===== src/hdl/tcw_pkg.sv =====
package tcw_pkg;

    // command codes of the input item
    typedef enum logic [1:0] {
        CMD_PUT   = 2'd0,
        CMD_WRITE = 2'd1,
        CMD_READ  = 2'd2,
        CMD_CLEAR = 2'd3
    } t_cmd;

    // field widths of the item ports
    localparam int CHAR_W  = 8;
    localparam int ROW_W   = 5;
    localparam int COL_W   = 7;
    localparam int CELL_W  = 2 * CHAR_W;

    // cell address width, enough for every cell the row and column fields can name (32 rows x 128 columns)
    localparam int A_MAX_W = 14;

    localparam logic [CHAR_W-1:0] NEWLINE_CODE = 8'd10;

    typedef logic [ROW_W-1:0]   t_row_o;
    typedef logic [COL_W-1:0]   t_col_o;
    typedef logic [A_MAX_W-1:0] t_addr;

    // classified item handed from the front to the back
    typedef struct packed {
        t_cmd              cmd;
        logic              newline;
        logic              in_range;
        t_addr             addr;
        logic [CHAR_W-1:0] character;
        logic [CHAR_W-1:0] attribute;
    } t_op;

endpackage


===== src/hdl/tcw_front.sv =====
module tcw_front #(
    parameter int COLUMNS = 80,
    parameter int ROWS    = 24
) (
    input  logic                          i_clk,
    input  logic                          i_rst_n,
    input  logic                          push,
    output logic                          full,
    input  logic                          i_hold,
    input  tcw_pkg::t_cmd                 i_cmd,
    input  logic [tcw_pkg::CHAR_W-1:0]    i_character,
    input  logic [tcw_pkg::CHAR_W-1:0]    i_cell_attribute,
    input  logic [tcw_pkg::ROW_W-1:0]     i_target_row,
    input  logic [tcw_pkg::COL_W-1:0]     i_target_column,
    output logic                          o_op_valid,
    input  logic                          i_op_ready,
    output tcw_pkg::t_op                  o_op
);

    localparam logic [31:0] ROWS_U = 32'(ROWS);
    localparam logic [31:0] COLS_U = 32'(COLUMNS);
    localparam tcw_pkg::t_addr COLS_A = tcw_pkg::A_MAX_W'(COLUMNS);

    tcw_pkg::t_op r_q [2];
    logic         r_wr_ptr;
    logic         r_rd_ptr;
    logic [1:0]   r_count;
    logic         push_ok;
    logic         pop_ok;
    tcw_pkg::t_op op_in;

    // classify the incoming item
    always_comb begin
        op_in.cmd       = i_cmd;
        op_in.newline   = (i_character == tcw_pkg::NEWLINE_CODE);
        op_in.in_range  = (32'(i_target_row) < ROWS_U) && (32'(i_target_column) < COLS_U);
        op_in.addr      = tcw_pkg::A_MAX_W'(i_target_row) * COLS_A
                        + tcw_pkg::A_MAX_W'(i_target_column);
        op_in.character = i_character;
        op_in.attribute = i_cell_attribute;
    end

    assign full       = (r_count == 2'd2) || i_hold;
    assign push_ok    = push && !full;
    assign o_op_valid = (r_count != 2'd0);
    assign pop_ok     = o_op_valid && i_op_ready;
    assign o_op       = r_q[r_rd_ptr];

    // two-entry op queue storage
    always_ff @(posedge i_clk) begin
        if (push_ok) begin
            r_q[r_wr_ptr] <= op_in;
        end
    end

    // queue pointers and fill count
    always_ff @(posedge i_clk) begin
        if (!i_rst_n) begin
            r_wr_ptr <= 1'b0;
            r_rd_ptr <= 1'b0;
            r_count  <= 2'd0;
        end else begin
            if (push_ok) begin
                r_wr_ptr <= !r_wr_ptr;
            end
            if (pop_ok) begin
                r_rd_ptr <= !r_rd_ptr;
            end
            if (push_ok && !pop_ok) begin
                r_count <= r_count + 2'd1;
            end else if (!push_ok && pop_ok) begin
                r_count <= r_count - 2'd1;
            end
        end
    end

endmodule


===== config.mk =====
export PLATFORM = sky130hd
export DESIGN_NAME = tcw_front
export DESIGN_NICKNAME = d
export VERILOG_FILES = /design/src/hdl/tcw_pkg.sv /design/src/hdl/tcw_front.sv
export SDC_FILE = /design/constraint.sdc
export NUM_CORES = 1
export LEC_CHECK = 0
export ABC_CLOCK_PERIOD_IN_PS = 5000
export BUFFER_PORTS_ARGS = -buffer_cell sky130_fd_sc_hd__buf_2
export CAP_MARGIN = 20
export CORE_ASPECT_RATIO = 1.25
export CORE_MARGIN = 1.5
export CORE_UTILIZATION = 57
export DETAILED_ROUTE_END_ITERATION = 6
export PLACE_DENSITY = 0.84
export SETUP_SLACK_MARGIN = 0.02
export SKIP_LAST_GASP = 1
export SLEW_MARGIN = 20
export SYNTH_ARGS = -nofsm -noshare
export SYNTH_HDL_FRONTEND = slang
export SYNTH_SLANG_ARGS = --single-unit

===== constraint.sdc =====
create_clock -name i_clk -period 5 [get_ports i_clk]
set_clock_uncertainty 0.05 [all_clocks]
set_input_delay 0.5 -clock i_clk [delete_from_list [all_inputs] [get_ports i_clk]]
set_output_delay 0.5 -clock i_clk [all_outputs]
set_load 0.03 [all_outputs]

; ---- After elaboration in Yosys (flattened, before gate mapping)
; Memory sizes are Yosys's and may differ from the RTL's. A register that Yosys moved wholly into a read port is not among the register bits.
; Cells that the tools add are included.
[word_totals]
register_bits = 4
ram_bits = 66
in_bits = 35
output_inout_bits = 36
n_memories = 1
[mem_list]
columns = memory, depth, width, rd, rd_ports_with_merged_regs, write_ports, line
row1 = r_q, 2, 33, 1, 1, 1, tcw_front.sv:24  ; tcw_pkg::t_op r_q [2];
[classes]
n_addsub = 3
n_mul = 1
order_cmp = 2
n_eq_ne = 2
mux = 6
n_reduce_logical = 13
[op_table]
columns = cell, count
row1 = $add A12 B7 Y13, 1
row2 = $eq A8 B4 Y1 const B, 1
row3 = $mul A5 B3 Y8 const B, 1
row4 = $lt A7 B7 Y1 const B, 1
row5 = $logic_and A1 B1 Y1, 5
row6 = $logic_not A1 Y1, 5
row7 = $lt A5 B5 Y1 const B, 1
row8 = $mux W1, 4
row9 = $mux W2, 2
row10 = $reduce_bool A2 Y1, 2
row11 = $add A2 B1 Y2 const B, 1
row12 = $eq A2 B2 Y1 const B, 1
row13 = $sub A2 B1 Y2 const B, 1
row14 = $logic_or A1 B1 Y1, 1

; ---- Logic depth before layout (Yosys ltp)
; Gate-level depths: netlist of run 1.
[logic_depth]
depth_word = 8
mapped_depth = 7

; ---- Worst setup path after synthesis of run 1
; No wires, ideal clock.
[synth_timing]
kind = input port to flip-flop
start = in i_hold
end = mem r_q[0][0] (netlist bit) (enable)
setup_ns = 0.446
arrival_ns = 2.484
required_ns = 4.504
path_slack_ns = 2.020
path_stages = 1
path_buffers = 0
cell_sequence = nor4_2
[synth_between]
elab_chain_cells = 5
[synth_lines]
columns = item, line
row1 = start: declaration, tcw_front.sv:9  ; input logic i_hold,
row2 = $logic_or A1 B1 Y1, tcw_front.sv:43  ; assign full = (r_count == 2'd2) || i_hold;
row3 = $logic_not A1 Y1, tcw_front.sv:44  ; assign push_ok = push && !full;
row4 = $logic_and A1 B1 Y1, tcw_front.sv:44
row5 = $mux W1, tcw_front.sv:51  ; if (push_ok) begin
row6 = $mux W1 (not written as such), tcw_front.sv:52  ; r_q[r_wr_ptr] <= op_in;
row7 = end: declaration, tcw_front.sv:24
; No other way between the ends.

==> flow_summary.ini, run 1 <==
[worst_hold_path]
hold_path_class = in2reg

[logic_synthesis]
netlist_instances = 178
synth_flop_cell = edfxtp_1
synth_area_sq_mm = 0.00303
avgSynthCellArea_sq_um = 17.0
synth-seq-cells = 71
ys_seq_area_share_pct = 68.7
yosys_warnings = 0
async_reset_ff_share_pct = 0
ys_types = 35
synth_edf_count = 66

[placement]
io_buffer_count = 69
gp_congestion = 0.696
hpwl_mm = 3.60

[drt]
detail-route-antenna-nets = 0
viasPerCell = 5.34
drc = 0
drt_wl_total_mm = 5.01
wire_per_inst_microns = 15.5
drt_iter0_drc = 145
num_vias = 1729
first_pass_iters = 4

[worst_setup_path]
critPathCapture = o_op[0]
cp.arrival_ns = 2.07
endpoint_kind = primary output
critPathRequiredTime_ns = 4.45
rr_worst_depth = 4
path_class = reg2out
r2r-end = r_q[1][19]$_DFFE_PP_
start_kind = flip-flop
r2r_start = r_count[0]$_SDFFE_PN0P_
r2r_setup_slack_ns = 2.81
path_max_fanout = 18

[sta]
rsz0062_at_grt = no
worst_pin_slew_ns = 1.02
fin_setup_tns_ns = 0
relSlewSlack_pct = 31.7
min_period_over_period_pct = 52.4
clock.fmax_mhz = 381
slew_violations = 0
hold_viol = 0
setup_violations = 0
min_period_ns = 2.62

[power]
p_sw_share_pct = 31.9
power.density_mw_per_mm2 = 483
p_leak_nw = 1.43
clkPwrFrac_pct = 26.3
p_comb_share_pct = 30.9
ir_drop_v = 0.000292
power_mw = 1.77
seqPwrFrac_pct = 42.8
p_sw_uw = 565
power.internal_mw = 1.21

[global_routing]
grt_pass1_wl_mm = 7.80
grt_start_max_net_pins = 20
grt_pass1_vias = 1779
track_usage_pct = 18.8
overflow = 0
antenna_found_initial = 0

[cts]
htree_levels = 3
post_cts_buffers = 0
clk_latency_ns = 0.33
cts_hold_buf = 0
cts_tree = built
cts_buffers = 9
clkTransAtPathRegs_ns = 0.07
root_buffer = clkbuf_8
cts_max_path_buffers = 2
clock-sinks = 71
cts_resized = 0

[floorplanning]
dieArea_sq_mm = 0.00577
rows = 29
num_io_pins = 71
die_h_microns = 84.5
die_w_microns = 68.2
core-area_sq_mm = 0.00512
initial_utilization_pct = 59.3

[run_status]
outcome = complete, no violations

[cells_and_area]
fin_nets = 305
mostFrequentLayoutCell = buf_2
final_cell_mix = buf_2 (69), edfxtp_1 (66), mux2_2 (33), inv_1 (11), ha_1 (10)
area_delta_synth_final_pct = 20.9
layout-drive-gt1-share_pct = 46.2
diodes = 0

[run]
drv_cap = 0
-- critical path, stage by stage (launching register included) --
cell and delay [ns]:
dfxtp_1 0.80, buf_4 0.39, mux2_2 0.37, buf_2 0.18
-- power groups by stage --
stage,clock [mW],combinational [mW],sequential (mW)
after detailed placement,0,0.549,0.772
after CTS,0.469,0.553,0.759
after floorplan,0,0.434,0.748
after global placement,0,0.542,0.769
after global routing,0.492,0.590,0.765
final,0.466,0.547,0.757
-- flip-flops by register name, indices dropped and copies added, names as in the netlist, named ones only --
name,flops
r_count,2
r_q,66
r_rd_ptr,1
r_wr_ptr,1
-- stage by stage --
step	instance area [sq um]	hold slack [ns]	utilization [%]	instances	worst slack, ns
after global placement	3470	0.438	67.7	309	2.55
final	3670	0.308	71.7	324	2.38
after CTS	3670	0.298	71.7	324	2.33
after floorplan	3040	0.424	-	180	2.02
after detailed placement	3470	0.443	67.7	309	2.49
after global routing	3670	0.305	71.7	324	2.25
-- routing by layer --
metal	global-route usage [%]	wire length (microns)	vias to the layer above	part of all wire, %
li1	-	-	828	-
met1	21.1	1900	837	38
met2	32.7	2750	58	55
met3	3.89	292	6	5.8
met4	9.27	61	0	1.2
met5	0	0	-	0
-- how the worst min path moves through the flow --
stage	startpoint	to	slack (ns)	cells past startpoint
floorplan	r_count[1]$_SDFFE_PN0P_	r_count[1]$_SDFFE_PN0P_	0.42	2
global placement	r_count[1]$_SDFFE_PN0P_	r_count[1]$_SDFFE_PN0P_	0.44	2
detailed placement	r_count[1]$_SDFFE_PN0P_	r_count[1]$_SDFFE_PN0P_	0.44	2
CTS	i_target_column[0]	r_q[1][16]$_DFFE_PP_	0.30	1
global route	i_cmd[1]	r_q[0][32]$_DFFE_PP_	0.31	1
finish	i_target_column[0]	r_q[1][16]$_DFFE_PP_	0.31	1
-- final cells by class --
| cell class | count | area (sq um) |
|---|---|---|
| Multi-Input combinational cell | 93 | 897 |
| Clock inverter | 6 | 76.3 |
| Sequential cell | 71 | 2080 |
| Clock buffer | 9 | 124 |
| Timing Repair Buffer | 72 | 368 |
| Inverter | 11 | 41.3 |
| Fill cell | 360 | 1450 |
| Tap cell | 62 | 77.6 |
-- cells in the mapped netlist, types with 2 or more instances --
library cell,instances,area (sq um)
a21oi_1,3,15.0
and2_1,5,31.3
buf_2,4,20.0
dfxtp_1,5,100
edfxtp_1,66,1980
fa_1,2,40.0
ha_1,10,125
inv_1,11,41.3
mux2_2,33,372
nand3_1,2,10.0
nor2_1,2,7.51
nor2b_1,3,18.8
o21a_1,2,15.0
o21ai_0,3,15.0
xnor2_1,7,61.3
-- logic make-up after synthesis --
kind of cell    Yosys count  synth area share [%]
fa+ha+maj                12                  5.45
xor+xnor                  9                  3.05
simple gates             20                  4.33
flops                    71                  68.7
buf+inv                  16                  2.27
other cells               1                 0.124
mux                      33                  12.3
compound gates           16                  3.84
No activity file was read; power rests on OpenSTA's default activity.
==> inputs of run 2 (changes only) <==
--- a/config.mk
+++ b/config.mk
@@ -5,14 +5,14 @@
 export SDC_FILE = /design/constraint.sdc
 export NUM_CORES = 1
 export LEC_CHECK = 0
-export ABC_CLOCK_PERIOD_IN_PS = 5000
+export ABC_CLOCK_PERIOD_IN_PS = 2200
 export BUFFER_PORTS_ARGS = -buffer_cell sky130_fd_sc_hd__buf_2
 export CAP_MARGIN = 20
 export CORE_ASPECT_RATIO = 1.25
 export CORE_MARGIN = 1.5
-export CORE_UTILIZATION = 57
+export CORE_UTILIZATION = 48
 export DETAILED_ROUTE_END_ITERATION = 6
-export PLACE_DENSITY = 0.84
+export PLACE_DENSITY = 0.75
 export SETUP_SLACK_MARGIN = 0.02
 export SKIP_LAST_GASP = 1
 export SLEW_MARGIN = 20
==> constraint.sdc (replaced) <==
create_clock -name i_clk -period 2.2 [get_ports i_clk]
set_clock_uncertainty 0.05 [all_clocks]
set_input_delay 0.22 -clock i_clk [delete_from_list [all_inputs] [get_ports i_clk]]
set_output_delay 0.22 -clock i_clk [all_outputs]
set_load 0.03 [all_outputs]
==> flow_summary.ini, run 2 (same netlist as run 1, synthesis figures left out) <==
[cts]
cts_max_path_buffers = 2
cts_resized = 0
post_cts_buffers = 0
cts_buffers = 9
cts_tree = built
clk_latency_ns = 0.34
clock-sinks = 71
cts_hold_buf = 9
htree_levels = 3
root_buffer = clkbuf_8
clkTransAtPathRegs_ns = 0.08

[power]
p_leak_nw = 1.49
power_mw = 4.11
power.density_mw_per_mm2 = 1070
ir_drop_v = 0.000697

[floorplanning]
die_h_microns = 91.9
initial_utilization_pct = 49.5
num_io_pins = 71
rows = 32
die_w_microns = 74.1
core-area_sq_mm = 0.00613
dieArea_sq_mm = 0.00680

[cells_and_area]
layout-drive-gt1-share_pct = 46.5
diodes = 0
multi_input_area_sq_um = 897
largest_reg_flops = 66
design_area_sq_mm = 0.00384
largest_registers = r_q: 66 flops, r_count: 2 flops
fin_nets = 317
final_cell_mix = buf_2 (69), edfxtp_1 (66), mux2_2 (33), inv_1 (11), ha_1 (10)
top_register = r_q
num-fill-cells = 488
mostFrequentLayoutCell = buf_2
area_delta_synth_final_pct = 26.7
seq_area_sq_mm = 0.00208

[worst_setup_path]
rr_worst_depth = 5
r2r-end = r_count[1]$_SDFFE_PN0P_
start_kind = primary input
r2r_setup_slack_ns = 0.41
r2r_start = r_count[1]$_SDFFE_PN0P_
path_class = in2reg
endpoint_kind = flip-flop
path_max_fanout = 3
critPathRequiredTime_ns = 2.23
cp.arrival_ns = 1.90

[placement]
dpl_cell_area_sq_mm = 0.00353
hpwl_mm = 3.52
io_buffer_count = 69
gp_congestion = 0.751

[drt]
wire_per_inst_microns = 13.8
num_vias = 1728
drt_iter0_drc = 100
detail-route-antenna-nets = 0
viasPerCell = 4.80
drt_wl_total_mm = 4.97
first_pass_iters = 4
drc = 0

[worst_hold_path]
holdPathStages = 1
min-delay-start = i_character[6]
hold_path_class = in2reg
hold_end = r_q[1][14]$_DFFE_PP_

[global_routing]
grt_start_max_net_pins = 34
grt_pass1_wl_mm = 8.16
antenna_found_initial = 0
track_usage_pct = 16.4
grt_pass1_vias = 1782
overflow = 0

[sta]
clock.fmax_mhz = 536
slew_violations = 0
hold_viol = 0
rsz0062_at_grt = no
min_period_ns = 1.87
setup_violations = 0
min_period_over_period_pct = 84.8

[run]
drv_cap = 0

[run_status]
outcome = complete, no violations
## run 2: changes by cell type in the layout (fill, tap and decap cells not counted), sizes merged
cell / before / now
dlygate4sd3: 0 / 9
clkinvlp: 0 / 3
buf: 72 / 75
clkinv: 4 / 1
inv: 11 / 12
## run 2: worst max-delay path: stages
cell       delay (ns)
buf_2            0.12
ha_1             0.28
ha_1             0.16
inv_1            0.06
fa_1             0.39
xnor2_1          0.24
o2111ai_1        0.18
xnor3_1          0.24
## run 2: worst max-delay path by stage
| stage | slack (ns) | start | to | cells past startpoint |
|---|---|---|---|---|
| 6_report | 0.33 | i_target_row[1] | r_q[1][26]$_DFFE_PP_ | 8 |
| 5_1_grt | 0.19 | i_target_row[1] | r_q[0][26]$_DFFE_PP_ | 8 |
| 4_1_cts | 0.34 | i_target_row[1] | r_q[1][26]$_DFFE_PP_ | 8 |
| 3_5_place_dp | -0.02 | i_target_row[1] | r_q[0][26]$_DFFE_PP_ | 8 |
| 3_3_place_gp | 0.05 | i_target_row[1] | r_q[1][26]$_DFFE_PP_ | 8 |
| 2_1_floorplan | 0.13 | r_count[0]$_SDFFE_PN0P_ | r_q[0][0]$_DFFE_PP_ | 2 |
## run 2: layer usage
metal	vias to the layer above	global-route usage [%]	routed length, microns	share of wire (%)
met5	-	0	0	0
met4	0	9.26	112	2.3
met3	7	5.05	287	5.8
met2	48	28.3	2630	53
met1	818	17.2	1940	39
li1	855	-	-	-
## run 2: final cells by class
cell class	instances	share of cell area, %
clock inverters	7	2.51
flip-flops and latches	71	54.2
multi-input cells	93	23.4
repair buffers	84	12.8
inverters	11	1.08
clock buffers	9	3.23
well taps	85	2.77
## run 2: power breakdown
group	internal [mW]	switching (mW)
Combinational	0.516	0.789
Sequential	1.63	0.0487
Clock	0.639	0.489
Total	2.79	1.33
## run 2: through the flow
step	hold WS (ns)	setup slack, ns	util (%)	instances	setup TNS (ns)
after floorplan	0.269	0.132	-	180	0
after global placement	0.358	0.0528	57.6	335	0
after detailed placement	0.361	-0.0185	57.6	335	-0.0371
after CTS	0.00579	0.345	62.7	360	0
after global routing	0.00304	0.188	62.7	360	0
final	0.0187	0.334	62.7	360	0
==> inputs of run 3 (changes only) <==
--- a/config.mk
+++ b/config.mk
@@ -5,14 +5,15 @@
 export SDC_FILE = /design/constraint.sdc
 export NUM_CORES = 1
 export LEC_CHECK = 0
-export ABC_CLOCK_PERIOD_IN_PS = 2200
+export ABC_AREA = 1
+export ABC_CLOCK_PERIOD_IN_PS = 1900
 export BUFFER_PORTS_ARGS = -buffer_cell sky130_fd_sc_hd__buf_2
 export CAP_MARGIN = 20
 export CORE_ASPECT_RATIO = 1.25
 export CORE_MARGIN = 1.5
-export CORE_UTILIZATION = 48
+export CORE_UTILIZATION = 54
 export DETAILED_ROUTE_END_ITERATION = 6
-export PLACE_DENSITY = 0.75
+export PLACE_DENSITY = 0.8
 export SETUP_SLACK_MARGIN = 0.02
 export SKIP_LAST_GASP = 1
 export SLEW_MARGIN = 20
==> constraint.sdc (replaced) <==
create_clock -name i_clk -period 1.9 [get_ports i_clk]
set_clock_uncertainty 0.05 [all_clocks]
set_input_delay 0.19 -clock i_clk [delete_from_list [all_inputs] [get_ports i_clk]]
set_output_delay 0.19 -clock i_clk [all_outputs]
set_load 0.03 [all_outputs]
==> flow_summary.ini, run 3 <==
[logic_synthesis]
synthTopCellsByCount = edfxtp_1 (66), mux2_4 (30), nand2_1 (29), inv_1 (19)
async_reset_ff_share_pct = 0
synth_flop_cell = edfxtp_1
netlist_instances = 211
ys_seq_area_share_pct = 65.4
synth_area_sq_mm = 0.00318
avgSynthCellArea_sq_um = 15.1
yosysTopAreaCell = edfxtp_1
synth_top_area_share_pct = 62.3
netlist_top_cells_area = edfxtp_1 (62%), mux2_4 (14%), ha_1 (3.9%), nand2_1 (3.4%), dfxtp_1 (3.1%)
synth_edf_count = 66
ys_types = 25
synth.most_common_cell = edfxtp_1
yosys_warnings = 0
synth-seq-cells = 71

[placement]
io_buffer_count = 69
dpl.cell_count = 352
gp_congestion = 0.775
hpwl_mm = 3.49

[worst_setup_path]
critPathBufInv = 2
cp.arrival_ns = 1.52
path_cells = buf_4 -> mux2_1 -> buf_2
critPathRequiredTime_ns = 1.66
endpoint_kind = primary output
path_max_fanout = 19
slowest_stage = mux2_1
path_class = reg2out
cpLargestDelayFamily = buffers and inverters
start_kind = flip-flop
max_stage_delay_ns = 0.36

[cts]
clkTransAtPathRegs_ns = 0.07
clk_latency_ns = 0.33
post_cts_buffers = 0
clock-sinks = 71
cts_buffers = 9
cts_tree = built
htree_levels = 3
cts_max_path_buffers = 2
root_buffer = clkbuf_8

[power]
ir_drop_v = 0.000694
power.internal_mw = 3.03
p_sw_share_pct = 28.7
p_sw_mw = 1.22
p_leak_nw = 1.72
seqPwrFrac_pct = 44.2
p_comb_share_pct = 26.6
clkPwrFrac_pct = 29.2
power_mw = 4.25
power.density_mw_per_mm2 = 1040

[global_routing]
grt_pass1_wl_mm = 8.11
grt_start_max_net_pins = 34
antenna_found_initial = 0
grt_pass1_vias = 1902
overflow = 0
track_usage_pct = 17.3

[floorplanning]
dieArea_sq_mm = 0.00637
rows = 31
core-area_sq_mm = 0.00574
die_w_microns = 71.7
die_h_microns = 88.8
initial_utilization_pct = 55.4
num_io_pins = 71

[cells_and_area]
largest_reg_flops = 66
mostFrequentLayoutCell = buf_2
area_delta_synth_final_pct = 28.0
final_cell_mix = buf_2 (69), edfxtp_1 (66), mux2_4 (30), nand2_1 (29)
layout-drive-gt1-share_pct = 40.3
fin_nets = 363
largest_registers = r_q: 66 flops, r_count: 2 flops
diodes = 0
fin_cells = 386
top_register = r_q

[drt]
num_vias = 1959
viasPerCell = 5.08
drc = 5
detail-route-antenna-nets = 0
drt_wl_total_mm = 5.40
wire_per_inst_microns = 14.0
drt_iter0_drc = 137
first_pass_iters = 7

[worst_hold_path]
hold_path_class = in2reg

[sta]
setup_violations = 0
min_period_ns = 1.76
hold_viol = 0
slew_violations = 0
clock.fmax_mhz = 570
min_period_over_period_pct = 92.4
rsz0062_at_grt = no

[run_status]
outcome = finished, violations left
failed_checks = design-rule violations

[run]
drv_cap = 0
==> run 3: final cells by class <==
type | instances | area [sq um]
Multi-Input combinational cell | 116 | 992
Clock inverter | 6 | 86.3
Timing Repair Buffer | 97 | 628
Tap cell | 66 | 82.6
Fill cell | 399 | 1670
Clock buffer | 9 | 124
Inverter | 21 | 78.8
Sequential cell | 71 | 2080
==> run 3: metrics by stage <==
stage                     TNS (ns)  setup WS [ns]  area [sq um]  hold slack, ns  utilization [%]
after floorplan              -3.23        -0.0490          3200           0.239                -
after global placement      -0.325        -0.0728          3670           0.328             64.0
after detailed placement    -0.765         -0.145          3670           0.332             64.0
after CTS                        0          0.110          4070        0.000566             70.8
after global routing             0         0.0734          4080         0.00709             71.0
final                            0          0.144          4080          0.0231             71.0
==> run 3: what timing repair did <==
action | 4_1_cts | 5_1_grt
endpoints found under the hold margin | 36 | 2
gates resized for setup | 0 | 0
hold buffers | 18 | 1
==> run 3: per-layer routing <==
metal / track usage [%] / vias up / part of all wire [%]
li1: - / 962 / -
met1: 17.3 / 926 / 37
met2: 32.1 / 62 / 55
met3: 5.69 / 9 / 5.6
met4: 8.58 / 0 / 2.0
met5: 0 / - / 0
==> run 3: cells by family (layout without fill, tap and decap cells) <==
logic type / count (synthesis) / count (layout) / share of synthesized area (%)
buf+inv: 26 / 133 / 4.13
flops: 71 / 71 / 65.4
mux: 33 / 33 / 15.2
xor+xnor: 4 / 4 / 1.10
simple gates: 51 / 51 / 6.60
compound gates: 13 / 13 / 2.24
other cells: 1 / 3 / 0.118
fa+ha+maj: 12 / 12 / 5.19
==> run 3: final timing paths <==
kind	startpoint	slack, ns	depth (start not counted)	to
worst max register to register	r_count[0]$_SDFFE_PN0P_	0.24	9	r_count[1]$_SDFFE_PN0P_
worst min-delay path	i_character[3]	0.02	1	r_q[0][11]$_DFFE_PP_
worst min register to register	r_rd_ptr$_SDFFE_PN0P_	0.44	2	flip-flop
worst max-delay path	flip-flop	0.14	3	o_op[0]
==> run 3: worst reg2reg max path, delay by kind of cell (launching register included) <==
kind | cells | cell delay, ns
flops | 1 | 0.32
simple gates | 5 | 0.57
fa+ha+maj | 1 | 0.33
buf+inv | 2 | 0.17
compound gates | 1 | 0.12
==> run 3: power groups by stage <==
| stage | Combinational (mW) | Sequential [mW] | Clock (mW) |
|---|---|---|---|
| 5_1_grt | 1.21 | 1.89 | 1.34 |
| 3_3_place_gp | 1.08 | 1.91 | 0 |
| 4_1_cts | 1.13 | 1.88 | 1.28 |
| 2_1_floorplan | 0.854 | 1.90 | 0 |
| 6_report | 1.13 | 1.88 | 1.24 |
| 3_5_place_dp | 1.10 | 1.91 | 0 |
